$ cat src/rtl/core/cfr_pkg.sv
`timescale 1ns / 1ps
// ----------------------------------------------------------------------------
// cfr_pkg
// Shared types and constants for the CAN frame reassembler: buffer sizing,
// byte-lane banking, result status codes and the lane command structs.
// ----------------------------------------------------------------------------
package cfr_pkg;

  // message buffer sizing
  localparam int MAX_PAYLOAD = 256;
  localparam int ADDR_W      = $clog2(MAX_PAYLOAD);
  localparam int LEN_W       = ADDR_W + 1;

  // byte lanes: one buffer bank per lane, interleaved on the low address bits
  localparam int LANES     = 8;
  localparam int LANE_W    = $clog2(LANES);
  localparam int ROWS      = MAX_PAYLOAD / LANES;
  localparam int ROW_W     = $clog2(ROWS);
  localparam int PAY_BYTES = 7;
  localparam int PLEN_W    = 3;

  // sequence tracking
  localparam int SEQ_W   = 8;
  localparam int SEQ_SAT = 128;

  // frame length limits
  localparam logic [3:0] FLEN_MIN = 4'd2;
  localparam logic [3:0] FLEN_MAX = 4'd8;

  typedef enum logic [2:0] {
    ST_SHORT    = 3'd0,
    ST_ACCEPT   = 3'd1,
    ST_COMPLETE = 3'd2,
    ST_DROP     = 3'd3,
    ST_OVERFLOW = 3'd4,
    ST_READ     = 3'd5
  } status_t;

  typedef logic [LANES-1:0][7:0] pay_arr_t;

  // append command broadcast to all lanes
  typedef struct packed {
    logic              en;
    logic [ADDR_W-1:0] base;
    logic [PLEN_W-1:0] plen;
  } wr_cmd_t;

  // read command broadcast to all lanes
  typedef struct packed {
    logic              en;
    logic [ADDR_W-1:0] addr;
  } rd_cmd_t;

endpackage

$ cat src/rtl/core/cfr_ram.sv
`timescale 1ns / 1ps
// ----------------------------------------------------------------------------
// cfr_ram
// Generic single write port, single read port RAM with registered read data.
// ----------------------------------------------------------------------------
module cfr_ram #(
  parameter int WIDTH = 8,
  parameter int DEPTH = 32
) (
  input  logic                     clk,
  input  logic                     we,
  input  logic [$clog2(DEPTH)-1:0] waddr,
  input  logic [WIDTH-1:0]         wdata,
  input  logic                     re,
  input  logic [$clog2(DEPTH)-1:0] raddr,
  output logic [WIDTH-1:0]         rdata
);

  logic [WIDTH-1:0] mem [DEPTH];

  // write port
  always_ff @(posedge clk) begin
    if (we) begin
      mem[waddr] <= wdata;
    end
  end

  // registered read port
  always_ff @(posedge clk) begin
    if (re) begin
      rdata <= mem[raddr];
    end
  end

endmodule

$ cat src/rtl/core/cfr_lane.sv
`timescale 1ns / 1ps
// ----------------------------------------------------------------------------
// cfr_lane
// One byte lane of the message buffer. The lane owns the bank that holds
// every buffer address whose low bits equal its lane number, picks its
// payload byte out of an append, and serves reads that fall in its bank.
// ----------------------------------------------------------------------------
module cfr_lane (
  input  logic                     clk,
  input  logic [cfr_pkg::LANE_W-1:0] lane_id,
  input  cfr_pkg::wr_cmd_t         wr,
  input  cfr_pkg::pay_arr_t        pay,
  input  cfr_pkg::rd_cmd_t         rd,
  output logic [7:0]               rd_data
);
  import cfr_pkg::*;

  logic [LANE_W-1:0] offset;
  logic [ADDR_W-1:0] waddr_full;
  logic              we;
  logic [7:0]        wdata;
  logic              re;

  // position of this lane's byte within the appended run
  assign offset     = lane_id - wr.base[LANE_W-1:0];
  assign we         = wr.en && ({1'b0, offset} < {1'b0, wr.plen});
  assign wdata      = pay[offset];
  assign waddr_full = wr.base + ADDR_W'(offset);

  // read hits this lane when the low address bits select it
  assign re = rd.en && (rd.addr[LANE_W-1:0] == lane_id);

  cfr_ram #(
    .WIDTH (8),
    .DEPTH (ROWS)
  ) u_bank (
    .clk   (clk),
    .we    (we),
    .waddr (waddr_full[ADDR_W-1:LANE_W]),
    .wdata (wdata),
    .re    (re),
    .raddr (rd.addr[ADDR_W-1:LANE_W]),
    .rdata (rd_data)
  );

endmodule

$ cat src/rtl/core/cfr_session.sv
`timescale 1ns / 1ps
// ----------------------------------------------------------------------------
// cfr_session
// Session tracking for the reassembler: open/close, expected sequence,
// stored length and overflow check. Produces the result status and the
// append command for the byte lanes.
// ----------------------------------------------------------------------------
module cfr_session (
  input  logic                        clk,
  input  logic                        rst,
  input  logic                        accept,
  input  logic                        req_type,
  input  logic [3:0]                  frame_len,
  input  logic [7:0]                  header_byte,
  input  logic [7:0]                  read_index,
  output cfr_pkg::wr_cmd_t            wr,
  output cfr_pkg::status_t            status,
  output logic [cfr_pkg::LEN_W-1:0]   msg_len,
  output logic                        rd_hit
);
  import cfr_pkg::*;

  logic              active;
  logic              active_next;
  logic [LEN_W-1:0]  length;
  logic [LEN_W-1:0]  length_next;
  logic [SEQ_W-1:0]  exp_seq;
  logic [SEQ_W-1:0]  exp_seq_next;

  logic [3:0]        flen_c;
  logic [PLEN_W-1:0] plen;
  logic [6:0]        seq;
  logic              last;
  logic              opening;
  logic              eff_active;
  logic [LEN_W-1:0]  eff_len;
  logic [SEQ_W-1:0]  eff_exp;
  logic [LEN_W:0]    sum;
  logic              do_write;

  // header decode and length clamp
  assign flen_c  = (frame_len > FLEN_MAX) ? FLEN_MAX : frame_len;
  assign plen    = PLEN_W'(flen_c - 4'd1);
  assign seq     = header_byte[6:0];
  assign last    = header_byte[7];
  assign opening = (seq == 7'd0);

  // a sequence-zero frame starts from a fresh session
  assign eff_active = opening ? 1'b1 : active;
  assign eff_len    = opening ? '0 : length;
  assign eff_exp    = opening ? '0 : exp_seq;
  assign sum        = {1'b0, eff_len} + (LEN_W+1)'(plen);

  // next state and status
  always_comb begin
    active_next  = active;
    length_next  = length;
    exp_seq_next = exp_seq;
    status       = ST_READ;
    do_write     = 1'b0;
    if (req_type) begin
      status = ST_READ;
    end else if (frame_len < FLEN_MIN) begin
      status = ST_SHORT;
    end else if (!eff_active || (SEQ_W'(seq) != eff_exp)) begin
      status = ST_DROP;
    end else if (sum > (LEN_W+1)'(MAX_PAYLOAD)) begin
      active_next  = 1'b0;
      length_next  = eff_len;
      exp_seq_next = eff_exp;
      status       = ST_OVERFLOW;
    end else begin
      do_write     = 1'b1;
      length_next  = sum[LEN_W-1:0];
      exp_seq_next = (eff_exp < SEQ_W'(SEQ_SAT)) ? eff_exp + 1'b1 : eff_exp;
      active_next  = !last;
      status       = last ? ST_COMPLETE : ST_ACCEPT;
    end
  end

  // append command for the lanes
  assign wr.en   = accept && do_write;
  assign wr.base = eff_len[ADDR_W-1:0];
  assign wr.plen = plen;

  assign msg_len = length_next;
  assign rd_hit  = (LEN_W'(read_index) < length);

  // session registers
  always_ff @(posedge clk) begin
    if (rst) begin
      active  <= 1'b0;
      length  <= '0;
      exp_seq <= '0;
    end else if (accept) begin
      active  <= active_next;
      length  <= length_next;
      exp_seq <= exp_seq_next;
    end
  end

endmodule

$ cat src/rtl/core/can_frame_reassembler.sv
`timescale 1ns / 1ps
// ----------------------------------------------------------------------------
// can_frame_reassembler
// Receive-side CAN segment reassembly with a byte-addressable message buffer.
// ----------------------------------------------------------------------------
// Takes one transaction per clock while in_stall is low: either a received
// frame or a read of one buffered byte, and gives exactly one result per
// transaction through the read stage and the output register. The buffer
// is split into eight byte lanes, each a 32-byte bank holding every eighth
// address, so the up to seven payload bytes of a frame land in seven banks
// in a single write cycle. The read stage covers the banks' registered read port.
// A result waiting at the output does not block intake: one more transaction
// is taken into the read stage, and only then does in_stall follow out_stall.
// Buffer contents are not cleared at reset; reads are served only below the
// stored length, and every such byte was written in the current session.
// ----------------------------------------------------------------------------
module can_frame_reassembler (
  input  logic       clk,
  input  logic       rst,
  input  logic       in_valid,
  output logic       in_stall,
  input  logic       req_type,
  input  logic [3:0] frame_len,
  input  logic [7:0] header_byte,
  input  logic [7:0] payload_0,
  input  logic [7:0] payload_1,
  input  logic [7:0] payload_2,
  input  logic [7:0] payload_3,
  input  logic [7:0] payload_4,
  input  logic [7:0] payload_5,
  input  logic [7:0] payload_6,
  input  logic [7:0] read_index,
  output logic       out_valid,
  input  logic       out_stall,
  output logic [2:0] status,
  output logic [8:0] message_len,
  output logic [7:0] read_byte
);
  import cfr_pkg::*;

  logic                accept;
  logic                s1_advance;
  wr_cmd_t             wr;
  rd_cmd_t             rd;
  pay_arr_t            pay;
  status_t             sess_status;
  logic [LEN_W-1:0]    sess_len;
  logic                sess_hit;
  logic [LANES-1:0][7:0] lane_data;

  logic                s1_valid;
  status_t             s1_status;
  logic [LEN_W-1:0]    s1_len;
  logic                s1_hit;
  logic [LANE_W-1:0]   s1_lane;

  // handshake: the read stage moves on when the output slot is free or leaving
  assign s1_advance = !out_valid || !out_stall;
  assign in_stall   = s1_valid && !s1_advance;
  assign accept     = in_valid && !in_stall;

  // payload bytes by position, unused top slot tied off
  assign pay[0]         = payload_0;
  assign pay[1]         = payload_1;
  assign pay[2]         = payload_2;
  assign pay[3]         = payload_3;
  assign pay[4]         = payload_4;
  assign pay[5]         = payload_5;
  assign pay[6]         = payload_6;
  assign pay[LANES-1]   = 8'd0;

  assign rd.en   = accept && req_type;
  assign rd.addr = ADDR_W'(read_index);

  cfr_session u_session (
    .clk         (clk),
    .rst         (rst),
    .accept      (accept),
    .req_type    (req_type),
    .frame_len   (frame_len),
    .header_byte (header_byte),
    .read_index  (read_index),
    .wr          (wr),
    .status      (sess_status),
    .msg_len     (sess_len),
    .rd_hit      (sess_hit)
  );

  // byte lanes
  for (genvar g = 0; g < LANES; g++) begin : g_lane
    cfr_lane u_lane (
      .clk     (clk),
      .lane_id (LANE_W'(g)),
      .wr      (wr),
      .pay     (pay),
      .rd      (rd),
      .rd_data (lane_data[g])
    );
  end

  // read stage: result fields wait here for bank read data
  always_ff @(posedge clk) begin
    if (rst) begin
      s1_valid <= 1'b0;
    end else if (accept) begin
      s1_valid <= 1'b1;
    end else if (s1_advance) begin
      s1_valid <= 1'b0;
    end
  end

  always_ff @(posedge clk) begin
    if (accept) begin
      s1_status <= sess_status;
      s1_len    <= sess_len;
      s1_hit    <= req_type && sess_hit;
      s1_lane   <= read_index[LANE_W-1:0];
    end
  end

  // output register: merge lane read data into the result
  always_ff @(posedge clk) begin
    if (rst) begin
      out_valid <= 1'b0;
    end else if (s1_valid && s1_advance) begin
      out_valid <= 1'b1;
    end else if (!out_stall) begin
      out_valid <= 1'b0;
    end
  end

  always_ff @(posedge clk) begin
    if (s1_valid && s1_advance) begin
      status      <= s1_status;
      message_len <= 9'(s1_len);
      read_byte   <= s1_hit ? lane_data[s1_lane] : 8'd0;
    end
  end

endmodule
$ cat config.mk
export PLATFORM = sky130hd
export DESIGN_NAME = can_frame_reassembler
export DESIGN_NICKNAME = d
export VERILOG_FILES = /design/src/rtl/core/cfr_pkg.sv /design/src/rtl/core/cfr_ram.sv /design/src/rtl/core/cfr_lane.sv /design/src/rtl/core/cfr_session.sv /design/src/rtl/core/can_frame_reassembler.sv
export SDC_FILE = /design/constraint.sdc
export NUM_CORES = 2
export LEC_CHECK = 0
export ABC_AREA = 1
export BUFFER_PORTS_ARGS = -buffer_cell sky130_fd_sc_hd__buf_2
export CAP_MARGIN = 20
export CORE_MARGIN = 1.5
export CORE_UTILIZATION = 50
export DETAILED_ROUTE_END_ITERATION = 8
export PLACE_DENSITY_LB_ADDON = 0.3
export REMOVE_ABC_BUFFERS = 1
export SYNTH_ARGS = -nofsm -noshare
export SYNTH_HDL_FRONTEND = slang
export SYNTH_SLANG_ARGS = --single-unit
$ cat constraint.sdc
create_clock -name clk -period 7.2 [get_ports clk]
set_input_delay 1.44 -clock clk [delete_from_list [all_inputs] [get_ports clk]]
set_output_delay 1.44 -clock clk [all_outputs]
set_load 0.01 [all_outputs]
==> reports/metrics.cfg <==
[finish]
seqCellArea_um2 = 64900
fin_nets = 7557
multi_input_area_um2 = 22490
layout_common_cells = edfxtp_1 (2,148), nor2_1 (1,616), o21ai_0 (1,400), nand2_1 (591), o22ai_1 (570)
nFillCells = 14300
drive_gt1_share_pct = 9.017
utilization_pct = 55.92
synthToLayoutAreaGrowth_pct = 11.21
final_common_cell = edfxtp_1

[synth]
yosysWarnings = 0
synthArstFlopShare_pct = 0
ys.flop_type = edfxtp_1
synth-edff-count = 2148
synth_cell_types = 48
yosys_register_bits = 2168
syn-cell-area_um2 = 89610
synth.avg_cell_area_um2 = 12.00
yosys.area.top_type = edfxtp_1
netlist.area_leader.share_pct = 71.98
netlist_top_cells_area = edfxtp_1 (72%), o21ai_0 (8.2%), nor2_1 (6.8%), o22ai_1 (4.0%), nand2_1 (2.5%)
seq_area_frac_synth_pct = 72.42
netlist_instances = 7468

[cts]
clockRootBuffer = clkbuf_16
cts_buffers = 212
holdBufCountCts = 0
h-tree-depth = 4
cts_tree = yes
post_cts_buffers = 0
cts_buffer_depth = 3
clock-sinks = 2168
path_clk_slew_ps = 60
cts-resized-gates = 0
insertion_delay_ps = 860

[timing]
fin_setup_tns_ps = 0
max_clock_freq_mhz = 182.6
fin_worst_skew_ps = 32.50
fin_crit_ps = 5475
slew_headroom_pct = 21.16
holdWs_ps = 420.0
period_share_pct = 76.04
setup_viol_count_final = 0
drv_slew = 0
finalHoldViolCount = 0
tightest_slew_ps = 1183
rsz0062_at_grt = no

[worst_hold_path]
holdPathEnd = message_len[4]
hold_class = register to register
min_path_cells = 0
hold_start = s1_len[4]

[power_and_ir_drop]
power_mw = 27.67
leakagePower_nw = 32.58
cellPowerDensity_nw_per_um2 = 277.7
max-vdd-ir-drop_mv = 0.2618

[drt]
vias = 62110
drtAntennaViolNets = 0
via_per_inst = 6.226
wl_per_cell_um = 26.52
dr.pass1.iters = 9
routed_wl_mm = 264.5
drc = 2
drtIter0Drc = 9384

[setup_path]
endpoint_kind = register
r2r_cells = 20
cp-start-kind = input port
path_cells = buf_2, nor2_1, inv_1, o21ai_0, nand2_1, ha_1, inv_1, ha_1, nand2_1, nor2_1, nor2_1, inv_1, nand3_1, nor2_1, nand2_1, nand2_1, nand3_2, nand2_2, nand2_1, nor2_2, nand3_1, nor2_2, nand2_1, nor2_1
slowest_stage = nor2_1
arrival_ps = 5960
r2r_setup_slack_ps = 1870
max_stage_delay_ps = 580
reg2reg_to = g_lane[3].u_lane.u_bank.mem[9][0]
cp.required_ps = 7690
crit_fanout = 10
timing.rr.start = u_session.length[1]
worst_path_most_repeated_cell = nand2_1
crit_type = input port to register

[outcome]
violations = DRC
status = finished with violations

[global_routing]
grt_max_degree = 223
antenna_found_initial = 18
overflow = 0
grt_pass1_wl_mm = 384.8
first_global_vias = 59170
grt_util_all_layers_pct = 28.66

[floorplan]
fp.dieW_um = 426.4
rows = 155
core_area_um2 = 178200
ios = 103
start_util_pct = 50.28
dieArea_um2 = 181800
die_h_um = 426.4

[placed_design]
routabilityCongestion = 0.9853
hpwl_mm = 166.6
io_buffers = 102

[run]
cap_violations = 0

[critical path, delay by kind of cell]
| family | cells | cell delay, ps |
|---|---|---|
| AOI/OAI and AO/OA | 1 | 140 |
| and+or+nand+nor | 17 | 3220 |
| buffers and inverters | 4 | 380 |
| adders and majority gates | 2 | 770 |
[kinds of logic (layout without fill, tap and decap cells)]
kind of cell    after synthesis  in the layout  synth area share [%]
fa+ha+maj                    42             42                0.5948
simple gates               2340           2340                 10.32
buf+inv                     669            809                 2.816
xor+xnor                     32             32                0.3211
flops                      2168           2168                 72.42
other cells                   0             13                     0
compound gates             2217           2217                 13.52
[how the worst max path moves through the flow]
stage | slack, ps | to | from
2_1_floorplan | -9940 | g_lane[2].u_lane.u_bank.rdata[4] | read_index[3]
3_3_place_gp | 910 | g_lane[3].u_lane.u_bank.mem[11][7] | frame_len[1]
3_5_place_dp | 880 | g_lane[3].u_lane.u_bank.mem[9][3] | frame_len[1]
4_1_cts | 1780 | g_lane[3].u_lane.u_bank.mem[9][2] | frame_len[1]
5_1_grt | 1400 | g_lane[3].u_lane.u_bank.mem[9][3] | frame_len[1]
6_report | 1720 | g_lane[3].u_lane.u_bank.mem[9][0] | frame_len[1]
[where the power goes]
group,total (mW),internal (mW),switching (mW)
combinational,2.47,0.496,1.98
clock,10.9,6.22,4.71
sequential,14.3,14.2,0.0219
[layout make-up]
| cell class | count | share of cell area (%) |
|---|---|---|
| Sequential cell | 2168 | 65.12 |
| Multi-Input combinational cell | 4631 | 22.57 |
| Clock buffer | 258 | 5.570 |
| Tap cell | 2355 | 2.957 |
| Timing Repair Buffer | 240 | 1.785 |
| Clock inverter | 130 | 1.255 |
| Inverter | 181 | 0.7081 |
| Antenna cell | 13 | 0.03264 |
[routing by layer]
metal  vias to the layer above  global-route usage (%)  part of all wire, %
met4                        12                   16.39                  6.1
met1                     30230                   37.80                   37
met2                      3902                   44.74                   46
li1                      27250                       -                    -
met5                         -                       0                0.031
met3                       714                   5.395                   10
[cells in the mapped netlist (4+ instances only)]
cell type	n
inv_1	169
o22ai_1	570
nor2_1	1619
or2_2	6
o21a_1	6
nand4_1	15
nor2_4	4
nor2_2	6
nand2_2	5
ha_1	41
o21bai_1	4
nor3_1	4
inv_2	8
buf_1	30
nand3_2	33
a31oi_1	18
edfxtp_1	2148
dfxtp_1	20
o31ai_1	21
xor2_1	30
clkbuf_1	454
nand2_1	591
a21oi_1	75
nand3_1	46
nor3_4	4
o211ai_1	8
o221ai_1	40
o21ai_0	1464
[flip-flops by register name (all words and copies together) (netlist names)]
| name | cells |
|---|---|
| g_lane.u_lane.u_bank.mem | 2048 |
| g_lane.u_lane.u_bank.rdata | 64 |
| message_len | 9 |
| out_valid | 1 |
| read_byte | 8 |
| s1_hit | 1 |
| s1_lane | 3 |
| s1_len | 9 |
| s1_status | 3 |
| s1_valid | 1 |
| status | 3 |
| u_session.active | 1 |
| u_session.exp_seq | 8 |
| u_session.length | 9 |
[stage by stage]
step / worst slack (ps) / cell area, um^2 / std cells
6_report: 1725 / 99660 / 9976
4_1_cts: 1781 / 99610 / 9961
5_1_grt: 1397 / 99660 / 9975
3_3_place_gp: 908.8 / 92760 / 9571
3_5_place_dp: 875.3 / 92810 / 9573
2_1_floorplan: -9936 / 87770 / 6980
No activity file was read; power rests on OpenSTA's default activity.
